==> src/hw/rtl/olg_pkg.sv <==
// shared constants, codes and control types for the occupancy grid projector
package olg_pkg;

    localparam int GRID_SIDE_DEF = 256;
    localparam int MAX_LEVEL_DEF = 8;

    localparam int CFG_IDX_W = 3;
    localparam int CFG_DATA_W = 17;
    localparam int DIM_CFG_W = 9;
    localparam int Z_W = 17;
    localparam int KEY_W = 16;
    localparam int LVL_W = 5;

    localparam logic [1:0] OP_CLEAR = 2'd0;
    localparam logic [1:0] OP_PAINT = 2'd1;
    localparam logic [1:0] OP_READ  = 2'd2;

    localparam logic [1:0] CELL_UNKNOWN = 2'd0;
    localparam logic [1:0] CELL_FREE    = 2'd1;
    localparam logic [1:0] CELL_OCC     = 2'd2;

    localparam logic [CFG_IDX_W-1:0] CFG_MIN_Z    = 3'd0;
    localparam logic [CFG_IDX_W-1:0] CFG_MAX_Z    = 3'd1;
    localparam logic [CFG_IDX_W-1:0] CFG_ORIGIN_X = 3'd2;
    localparam logic [CFG_IDX_W-1:0] CFG_ORIGIN_Y = 3'd3;
    localparam logic [CFG_IDX_W-1:0] CFG_WIDTH    = 3'd4;
    localparam logic [CFG_IDX_W-1:0] CFG_HEIGHT   = 3'd5;

    localparam logic [7:0] PIX_FREE    = 8'd254;
    localparam logic [7:0] PIX_OCC     = 8'd0;
    localparam logic [7:0] PIX_UNKNOWN = 8'd205;

    typedef struct packed {
        logic load_item;
        logic pix_rd;
        logic clear_all;
        logic span_calc;
        logic row_rd;
        logic row_wr;
        logic out_load;
    } olg_cmd_t;

    typedef struct packed {
        logic span_ok;
        logic row_last;
    } olg_sts_t;

    function automatic logic [7:0] cell_to_pixel(input logic [1:0] st);
        logic [7:0] p;
        case (st)
            CELL_FREE: p = PIX_FREE;
            CELL_OCC:  p = PIX_OCC;
            default:   p = PIX_UNKNOWN;
        endcase
        return p;
    endfunction

endpackage

==> src/hw/rtl/olg_ctrl.sv <==
// sequencer for clear, paint and read words
module olg_ctrl
    import olg_pkg::*;
(
    input  logic       clk,
    input  logic       rst_n,
    input  logic       in_valid,
    input  logic [1:0] op,
    output logic       in_stall,
    output logic       out_valid,
    input  logic       out_stall,
    input  olg_sts_t   sts,
    output olg_cmd_t   cmd
);

    typedef enum logic [2:0] {
        ST_IDLE,
        ST_SPAN,
        ST_ROW_RD,
        ST_ROW_WR,
        ST_PIX_OUT
    } state_t;

    state_t state_reg;
    state_t state_next;
    logic   out_valid_reg;
    logic   out_valid_next;

    always_comb
    begin
        state_next = state_reg;
        cmd = '0;
        unique case (state_reg)
            ST_IDLE:
            begin
                if (in_valid)
                begin
                    unique case (op)
                        OP_CLEAR:
                        begin
                            cmd.clear_all = 1'b1;
                        end
                        OP_PAINT:
                        begin
                            cmd.load_item = 1'b1;
                            state_next = ST_SPAN;
                        end
                        OP_READ:
                        begin
                            cmd.load_item = 1'b1;
                            cmd.pix_rd = 1'b1;
                            state_next = ST_PIX_OUT;
                        end
                        default:
                        begin
                            state_next = ST_IDLE;
                        end
                    endcase
                end
            end
            ST_SPAN:
            begin
                cmd.span_calc = 1'b1;
                state_next = ST_ROW_RD;
            end
            ST_ROW_RD:
            begin
                if (sts.span_ok)
                begin
                    cmd.row_rd = 1'b1;
                    state_next = ST_ROW_WR;
                end
                else
                begin
                    state_next = ST_IDLE;
                end
            end
            ST_ROW_WR:
            begin
                cmd.row_wr = 1'b1;
                state_next = sts.row_last ? ST_IDLE : ST_ROW_RD;
            end
            ST_PIX_OUT:
            begin
                // hold the answer until the output register frees up
                if (!out_valid_reg || !out_stall)
                begin
                    cmd.out_load = 1'b1;
                    state_next = ST_IDLE;
                end
            end
            default:
            begin
                state_next = ST_IDLE;
            end
        endcase
        out_valid_next = cmd.out_load | (out_valid_reg & out_stall);
    end

    always_ff @(posedge clk or negedge rst_n)
    begin
        if (!rst_n)
        begin
            state_reg <= ST_IDLE;
            out_valid_reg <= 1'b0;
        end
        else
        begin
            state_reg <= state_next;
            out_valid_reg <= out_valid_next;
        end
    end

    assign in_stall = (state_reg != ST_IDLE);
    assign out_valid = out_valid_reg;

endmodule

==> config.mk <==
export PLATFORM = sky130hd
export DESIGN_NAME = olg_ctrl
export DESIGN_NICKNAME = d
export VERILOG_FILES = /design/src/hw/rtl/olg_pkg.sv /design/src/hw/rtl/olg_ctrl.sv
export SDC_FILE = /design/constraint.sdc
export NUM_CORES = 1
export LEC_CHECK = 0
export BUFFER_PORTS_ARGS = -buffer_cell sky130_fd_sc_hd__buf_2
export CORE_AREA = 4 4 41 43
export DETAILED_ROUTE_END_ITERATION = 16
export DIE_AREA = 0 0 45 47
export REMOVE_ABC_BUFFERS = 1
export SETUP_SLACK_MARGIN = 0.5
export SYNTH_ARGS = -nofsm -noshare
export SYNTH_HDL_FRONTEND = slang
export SYNTH_SLANG_ARGS = --single-unit
==> constraint.sdc <==
create_clock -name clk -period 1.2 [get_ports clk]
set_input_delay 0.18 -clock clk [delete_from_list [all_inputs] [get_ports clk]]
set_output_delay 0.18 -clock clk [all_outputs]
set_load 0.005 [all_outputs]
==> impl_metrics.env, run 1 <==
export IMPL_cts_tree="built"
export IMPL_largest_reg_flops=3
export IMPL_drt_wl_total_um=869
export IMPL_total_power_mw=0.815
export IMPL_p_int_mw=0.530
export IMPL_yosysWarnings=0
export IMPL_antenna_found_initial=0
export IMPL_synthTopCellsByArea="dfrtp_1 30%, ha_1 15%, nor4b_4 7.0%"
export IMPL_clkLatencyLatePin_ns=0.24
export IMPL_cp_start_kind="flop"
export IMPL_synthFlopType="dfrtp_1"
export IMPL_grt_busiest_layer="met2"
export IMPL_endpoint_kind="output pin"
export IMPL_status="finished with violations"
export IMPL_start_util_pct=26.1
export IMPL_fin_ws_ns=-0.213
export IMPL_cp_slowest_cell="dfrtp_2"
export IMPL_avgRoutedWirePerCell_um=11.9
export IMPL_grt_pass1_vias=308
export IMPL_crit_fanout=5
export IMPL_fillers=138
export IMPL_grt_util_met2_pct=15.8
export IMPL_clock_root_buffer="clkbuf_4"
export IMPL_vias=325
export IMPL_cts_sinks=4
export IMPL_cap_viol_max_count=0
export IMPL_cts_clk_slew_worst_paths_ns=0.04
export IMPL_synth_yosys_seq_area_share_pct=29.5
export IMPL_cp_cell_sequence="nor4b_4 -> and2_1 -> buf_2"
export IMPL_grt_overflow=0
export IMPL_io_buffer_count=16
export IMPL_cp_top_family="flip-flops"
export IMPL_violations="setup timing"
export IMPL_dieArea_mm2=0.00212
export IMPL_fin_util_pct=40.8
export IMPL_max_freq_ghz=0.707
export IMPL_die_h_um=47
export IMPL_path_buf_inv=1
export IMPL_area_growth_syn_to_layout_pct=56.5
export IMPL_slew_headroom_pct=86.4
export IMPL_track_usage_pct=8.95
export IMPL_synth_top_cell_area_share_pct=29.5
export IMPL_hold_class="in2reg"
export IMPL_numCtsBuffers=3
export IMPL_worstMarginPinSlew_ns=0.204
export IMPL_ctsLongestPathBuffers=2
export IMPL_vdd_drop_max_mv=0.411
export IMPL_place_gp_congestion=0.660
export IMPL_drive_gt1_share_pct=62.1
export IMPL_grt_first_pass_wirelength_um=1240
export IMPL_async_flop_share_pct=100
export IMPL_max_stage_delay_ns=0.45
export IMPL_drcViolationCount=0
export IMPL_seq_power_share_pct=29.9
export IMPL_combPwrFrac_pct=49.1
export IMPL_via_per_inst=4.45
export IMPL_p_leak_nw=0.284
export IMPL_syn_area_um2=339
export IMPL_drt_first_pass_iters=3
export IMPL_ios=17
export IMPL_critPathKind="reg2out"
export IMPL_finalNetCount=72
export IMPL_synth_edff_count=0
export IMPL_dpl_hpwl_um=570
export IMPL_power_density_mw_per_mm2=1540
export IMPL_row_count=13
export IMPL_skew_ns=0.00657
export IMPL_synth_top_cells_by_count="4 x dfrtp_1, 4 x ha_1, 3 x and2_1, 3 x nand2_1"
export IMPL_grt_max_degree=9
export IMPL_setup_viol=8
export IMPL_crit_required_ns=1.02
export IMPL_die_w_um=45
export IMPL_htreeDepth=1
export IMPL_synth_cell_type_count=20
export IMPL_core_mm2=0.00130
export IMPL_synthCells=34
export IMPL_fin_crit_sh_pct=118
export IMPL_ys_seq_elements=4
export IMPL_hold_violations=0
export IMPL_grtUsageMet3_pct=0
export IMPL_rsz0062_at_grt="true"
export IMPL_yosysTopAreaCell="dfrtp_1"
export IMPL_worstPathArrival_ns=1.23
export IMPL_power_frac_clock_pct=20.9
export IMPL_p_switching_mw=0.285
export IMPL_antenna_cells=0
export IMPL_use_met1_pct=8.24
export IMPL_finalCriticalPeriod_ns=1.41
export IMPL_postRouteAntennaNets=0
export IMPL_syn_area_per_cell_um2=9.97
export IMPL_drt_initial_drc_count=4
export IMPL_swShare_pct=34.9
export IMPL_slew_violations=0
## cells by family after synthesis
group,Yosys count,share of synthesized area [%]
adders and majority gates,4,14.8
and+or+nand+nor,16,33.9
buffers and inverters,5,10.3
AOI/OAI and AO/OA,5,11.4
DFF,4,29.5
## layout make-up
class / instances / area [µm²] / area share, %
repair buffers: 24 / 146 / 27.6
inverters: 2 / 7.51 / 1.42
multi-input cells: 25 / 231 / 43.6
clock buffers: 3 / 22.5 / 4.25
flip-flops and latches: 4 / 104 / 19.6
well taps: 15 / 18.8 / 3.54
## final timing paths
path	slack, ns	cells past startpoint	end	startpoint
min in group asynchronous	0.28	2	state_reg[0]$_DFFE_PN0P_	rst_n
min reg2reg	0.54	1	state_reg[0]$_DFFE_PN0P_	state_reg[0]$_DFFE_PN0P_
max reg2reg	0.16	4	state_reg[1]$_DFFE_PN0P_	state_reg[1]$_DFFE_PN0P_
max in group asynchronous	0.78	2	state_reg[2]$_DFFE_PN0P_	rst_n
min	0.16	2	state_reg[1]$_DFFE_PN0P_	sts[0]
max	-0.21	3	cmd[4]	state_reg[2]$_DFFE_PN0P_
## metrics by stage
stage / std cells / instance area [µm²] / worst slack (ns) / TNS (ns) / hold WS [ns]
after floorplan: 31 / 312 / 0.101 / 0 / -0.116
after global placement: 66 / 440 / 0.00976 / 0 / -0.0152
after detailed placement: 66 / 440 / -0.00848 / -0.0196 / -0.0162
after CTS: 72 / 510 / -0.231 / -1.25 / 0.149
after global routing: 73 / 531 / -0.272 / -1.57 / 0.155
final: 73 / 531 / -0.213 / -1.21 / 0.155
## power by group through the flow
stage	clock [mW]	sequential (mW)	combinational (mW)
floorplan	0	0.232	0.140
global placement	0	0.241	0.271
CTS	0.173	0.246	0.349
detailed placement	0	0.246	0.271
global route	0.181	0.252	0.428
finish	0.171	0.244	0.400
## worst register-to-register path: stages (launching register included)
cell and delay, ns:
dfrtp_2 0.45, buf_4 0.16, buf_4 0.14, a21oi_4 0.12
a311oi_2 0.05
## repair_timing
item                       CTS  global route
setup buffers                2             1
pin swaps                    4             2
resized for setup            8             2
setup endpoints to repair   13            13
hold buffers                 1             0
hold endpoints to repair     4             0
## cell usage in the layout (no fill, tap or decap)
cell / netlist / final
nor3_2: 0 / 1
nor4b_4: 1 / 1
a21oi_4: 0 / 1
nand4bb_1: 2 / 2
nand3_1: 1 / 1
dlygate4sd3_1: 0 / 1
and3_2: 1 / 1
buf_6: 2 / 1
nor3b_1: 1 / 1
dfrtp_2: 0 / 3
nor2_1: 2 / 2
and2_1: 3 / 3
a311oi_2: 0 / 1
buf_4: 0 / 6
inv_1: 2 / 2
a21boi_1: 0 / 1
clkbuf_4: 0 / 3
dfrtp_1: 4 / 1
nand2_1: 3 / 3
a22o_2: 1 / 1
or3_1: 1 / 1
buf_2: 1 / 16
ha_1: 4 / 4
a211oi_2: 0 / 1
## per-layer routing
layer	up-vias	part of all wire [%]
met4	0	2.2
met3	2	5.2
met2	11	54
li1	167	-
met5	-	0
met1	145	38
No activity file was read; power rests on OpenSTA's default activity.
==> run 2: changes to the inputs <==
ABC_CLOCK_PERIOD_IN_PS = 1200   (was not set)
CTS_BUF_LIST = sky130_fd_sc_hd__clkbuf_4   (was not set)
RECOVER_POWER = 25   (was not set)
==> run 2 against run 1 <==
Net effect: the flow still finishes with violations (setup timing); sequential share of layout area hardly changed; worst setup slack about the same; die area stayed put; worst hold slack unchanged; clock power is essentially flat; register-to-register slack barely moved; sequential power about the same; core utilization decreased by 0.096 points.
==> impl_metrics.env, run 2 (synthesis gave the netlist of run 1 again) <==
export IMPL_antenna_found_initial=0
export IMPL_finalCriticalPeriod_ns=1.41
export IMPL_wl_met2_um=470
export IMPL_hold_class="in2reg"
export IMPL_final_cell_mix="15 x buf_2, 6 x buf_4, 4 x ha_1"
export IMPL_hold_violations=0
export IMPL_via_per_inst=4.45
export IMPL_whs_ns=0.155
export IMPL_core_mm2=0.00130
export IMPL_p_int_mw=0.530
export IMPL_layout_commonest_cell="buf_2"
export IMPL_ctsLongestPathBuffers=2
export IMPL_drt_initial_drc_count=4
export IMPL_worstPathArrival_ns=1.23
export IMPL_io_buffer_count=16
export IMPL_drt_first_pass_iters=3
export IMPL_met3_length_um=45
export IMPL_vias=325
export IMPL_largest_reg_flops=3
export IMPL_ios=17
export IMPL_endpoint_kind="output pin"
export IMPL_row_count=13
export IMPL_p_leak_nw=0.282
export IMPL_area_growth_syn_to_layout_pct=56.1
export IMPL_drt_wl_total_um=867
export IMPL_fin_crit_sh_pct=118
export IMPL_max_freq_ghz=0.708
export IMPL_slew_headroom_pct=86.4
export IMPL_rsz0062_at_grt="true"
export IMPL_top_layer="met4"
export IMPL_avgRoutedWirePerCell_um=11.9
export IMPL_seq_power_share_pct=29.9
export IMPL_crit_fanout=5
export IMPL_die_w_um=45
export IMPL_cts_tree="built"
export IMPL_start_util_pct=26.1
export IMPL_track_usage_pct=8.95
export IMPL_power_density_mw_per_mm2=1540
export IMPL_numCtsBuffers=3
export IMPL_crit_required_ns=1.02
export IMPL_grt_overflow=0
export IMPL_worstMarginPinSlew_ns=0.204
export IMPL_p_switching_mw=0.285
export IMPL_total_power_mw=0.814
export IMPL_grt_max_degree=9
export IMPL_slew_violations=0
export IMPL_htreeDepth=1
export IMPL_antenna_cells=0
export IMPL_fin_ws_ns=-0.213
export IMPL_grt_pass1_vias=308
export IMPL_power_frac_clock_pct=20.9
export IMPL_critPathKind="reg2out"
export IMPL_skew_ns=0.00657
export IMPL_setup_tns_final_ns=-1.21
export IMPL_clkLatencyLatePin_ns=0.24
export IMPL_swShare_pct=34.9
export IMPL_status="finished with violations"
export IMPL_cap_viol_max_count=0
export IMPL_cp_start_kind="flop"
export IMPL_cts_clk_slew_worst_paths_ns=0.04
export IMPL_place_gp_congestion=0.660
export IMPL_die_h_um=47
export IMPL_dpl_hpwl_um=570
export IMPL_postRouteAntennaNets=0
export IMPL_combPwrFrac_pct=49.1
export IMPL_clock_root_buffer="clkbuf_4"
export IMPL_cts_sinks=4
export IMPL_drcViolationCount=0
export IMPL_dieArea_mm2=0.00212
export IMPL_vdd_drop_max_mv=0.411
export IMPL_grt_first_pass_wirelength_um=1240
export IMPL_violations="setup timing"
export IMPL_met1_length_um=332
export IMPL_setup_viol=8
export IMPL_finalNetCount=72
export IMPL_drive_gt1_share_pct=60.3
run 2: cell types whose count changed in the layout (fill, tap and decap cells not counted), sizes merged:
cell    delta
buf        -1
clkbuf     +1
run 2: path summary, 6_finish.rpt:
kind	from	to	slack, ns	cells past startpoint
setup / recovery	state_reg[2]$_DFFE_PN0P_	cmd[4]	-0.21	3
hold / removal	sts[0]	state_reg[1]$_DFFE_PN0P_	0.16	2
setup reg to reg	state_reg[1]$_DFFE_PN0P_	state_reg[1]$_DFFE_PN0P_	0.16	4
hold reg to reg	state_reg[0]$_DFFE_PN0P_	state_reg[0]$_DFFE_PN0P_	0.54	1
max in group asynchronous	rst_n	state_reg[2]$_DFFE_PN0P_	0.69	2
min in group asynchronous	rst_n	state_reg[0]$_DFFE_PN0P_	0.30	2
run 2: per-stage QoR:
| stage | instance area, µm² | utilization [%] | worst slack [ns] | instances |
|---|---|---|---|---|
| floorplan | 312 | - | 0.101 | 31 |
| CTS | 510 | 39.2 | -0.231 | 72 |
| global placement | 440 | 33.8 | 0.00976 | 66 |
| global route | 529 | 40.7 | -0.272 | 73 |
| detailed placement | 440 | 33.8 | -0.00848 | 66 |
| finish | 529 | 40.7 | -0.213 | 73 |
run 2: area by class of cell:
| cell class | count | area (µm²) |
|---|---|---|
| Clock buffer | 3 | 22.5 |
| Fill cell | 138 | 772 |
| Inverter | 2 | 7.51 |
| Multi-Input combinational cell | 25 | 231 |
| Sequential cell | 4 | 104 |
| Tap cell | 15 | 18.8 |
| Timing Repair Buffer | 24 | 145 |
run 2: layer usage:
layer	track usage, %	vias to the layer above
met5	0	-
met4	12.3	0
met3	0	2
met2	15.8	11
met1	8.24	145
li1	-	167
run 2: what timing repair did:
action	in CTS	in global routing
gates resized for setup	8	2
pin swaps	4	2
gates cloned	0	0
hold endpoints to repair	4	0
hold buffers	1	0
setup endpoints to repair	13	13
setup buffers	2	1
run 2: critical path: stages (launching register included):
cell,delay [ns]
dfrtp_2,0.45
nor4b_4,0.29
and2_1,0.16
buf_2,0.11
run 2: power by group through the flow:
stage / clock network [mW] / registers (mW) / logic, mW
6_report: 0.171 / 0.244 / 0.400
5_1_grt: 0.181 / 0.252 / 0.428
4_1_cts: 0.173 / 0.246 / 0.349
3_5_place_dp: 0 / 0.246 / 0.271
3_3_place_gp: 0 / 0.241 / 0.271
2_1_floorplan: 0 / 0.232 / 0.140
==> run 3: changes to the inputs <==
CTS_BUF_LIST = sky130_fd_sc_hd__clkbuf_8 sky130_fd_sc_hd__clkbuf_16   (was sky130_fd_sc_hd__clkbuf_4)
==> run 3 against run 2 <==
Net effect: the run still ends with setup timing left; largest cell class unchanged; highest routed layer is now met3; via count grew 4.6%; largest power group unchanged; cell area grew 11%; clock-buffer cell count is the same; sequential share of layout area shrank 1.9 points.
==> impl_metrics.env, run 3 (synthesis gave the netlist of run 1 again) <==
export IMPL_total_power_mw=1.02
export IMPL_setup_viol=7
export IMPL_endpoint_kind="output pin"
export IMPL_status="finished with violations"
export IMPL_multi_input_area_um2=249
export IMPL_slew_violations=0
export IMPL_hold_violations=0
export IMPL_postRouteAntennaNets=0
export IMPL_vias=340
export IMPL_cap_viol_max_count=0
export IMPL_grt_busiest_layer="met2"
export IMPL_start_util_pct=26.1
export IMPL_core_mm2=0.00130
export IMPL_vdd_drop_max_mv=0.522
export IMPL_crit_fanout=5
export IMPL_place_gp_congestion=0.660
export IMPL_critPathKind="reg2out"
export IMPL_dpl_hpwl_um=570
export IMPL_use_met1_pct=8.06
export IMPL_die_w_um=45
export IMPL_cts_tree="built"
export IMPL_die_h_um=47
export IMPL_cp_start_kind="flop"
export IMPL_final_cell_mix="14 x buf_2, 5 x buf_4, 4 x ha_1, 4 x buf_6"
export IMPL_ctsLongestPathBuffers=2
export IMPL_avgRoutedWirePerCell_um=13.2
export IMPL_power_density_mw_per_mm2=1740
export IMPL_grt_overflow=0
export IMPL_clock_root_buffer="clkbuf_8"
export IMPL_hold_class="in2reg"
export IMPL_whs_ns=0.202
export IMPL_layout_commonest_cell="buf_2"
export IMPL_dieArea_mm2=0.00212
export IMPL_fillers=131
export IMPL_drt_wl_total_um=975
export IMPL_clkLatencyLatePin_ns=0.21
export IMPL_finalNetCount=73
export IMPL_grt_first_pass_wirelength_um=1250
export IMPL_crit_required_ns=1.02
export IMPL_violations="setup timing"
export IMPL_slew_headroom_pct=85.7
export IMPL_worstMarginPinSlew_ns=0.215
export IMPL_max_freq_ghz=0.720
export IMPL_worstPathArrival_ns=1.21
export IMPL_fin_ws_ns=-0.188
export IMPL_regArea_um2=104
export IMPL_drcViolationCount=0
export IMPL_row_count=13
export IMPL_antenna_found_initial=0
export IMPL_drive_gt1_share_pct=62.7
export IMPL_grt_util_met2_pct=16.9
export IMPL_largest_reg_flops=3
export IMPL_skew_ns=0.000502
export IMPL_grt_pass1_vias=305
export IMPL_io_buffer_count=16
export IMPL_drt_initial_drc_count=4
export IMPL_setup_tns_final_ns=-1.06
export IMPL_finalCriticalPeriod_ns=1.39
export IMPL_grtUsageMet3_pct=0
export IMPL_htreeDepth=1
export IMPL_track_usage_pct=8.97
export IMPL_p_leak_nw=0.300
export IMPL_area_growth_syn_to_layout_pct=73.1
export IMPL_cts_clk_slew_worst_paths_ns=0.03
export IMPL_via_per_inst=4.59
export IMPL_antenna_cells=0
export IMPL_fin_crit_sh_pct=116
export IMPL_numCtsBuffers=3
export IMPL_grt_max_degree=9
export IMPL_ios=17
export IMPL_rsz0062_at_grt="true"
export IMPL_drt_first_pass_iters=3
export IMPL_cts_sinks=4
## run 3: cell count changes in the layout (fill, tap and decap cells not counted), sizes merged
cell,previous run,this run
buf,22,23
## run 3: timing repair
item | CTS | global route
endpoints found under the setup margin | 13 | 13
buffers inserted | 2 | 2
hold endpoints to repair | 4 | 0
hold buffers | 1 | 0
pin swaps | 4 | 4
resized for setup | 8 | 9
## run 3: path summary, 6_finish.rpt
kind / from / end / slack, ns / depth (start not counted)
worst max-delay path: state_reg[2]$_DFFE_PN0P_ / cmd[4] / -0.19 / 3
worst min-delay path: sts[0] / state_reg[1]$_DFFE_PN0P_ / 0.20 / 2
worst max register to register: state_reg[1]$_DFFE_PN0P_ / state_reg[0]$_DFFE_PN0P_ / 0.16 / 3
worst min register to register: state_reg[0]$_DFFE_PN0P_ / state_reg[0]$_DFFE_PN0P_ / 0.57 / 1
max in group asynchronous: rst_n / state_reg[0]$_DFFE_PN0P_ / 0.67 / 2
min in group asynchronous: rst_n / out_valid$_DFF_PN0_ / 0.33 / 2
## run 3: critical path: stages, from the launching register on
cell and delay [ns]:
dfrtp_2 0.44, nor4b_4 0.29, and2_1 0.16, buf_2 0.11
## run 3: cell type report
class	instances	area share [%]
Clock buffer	3	7.04
Inverter	2	1.28
Multi-Input combinational cell	25	42.4
Sequential cell	4	17.7
Tap cell	15	3.20
Timing Repair Buffer	25	28.4
## run 3: layer usage
| layer | part of all wire, % | wire length (µm) |
|---|---|---|
| met1 | 38 | 369 |
| met2 | 57 | 553 |
| met3 | 5.3 | 52 |
| met4 | 0 | 0 |
| met5 | 0 | 0 |
## run 3: through the flow
stage	setup slack [ns]	util, %	area [µm²]	instances
6_report	-0.188	45.1	587	74
5_1_grt	-0.248	45.1	587	74
4_1_cts	-0.206	40.7	529	72
3_5_place_dp	-0.00848	33.8	440	66
3_3_place_gp	0.00976	33.8	440	66
2_1_floorplan	0.101	-	312	31
## run 3: power breakdown
part / switching, mW / internal [mW] / leakage, nW
combinational: 0.191 / 0.298 / 0.230
clock: 0.0656 / 0.214 / 0.0216
sequential: 0.0783 / 0.174 / 0.0494
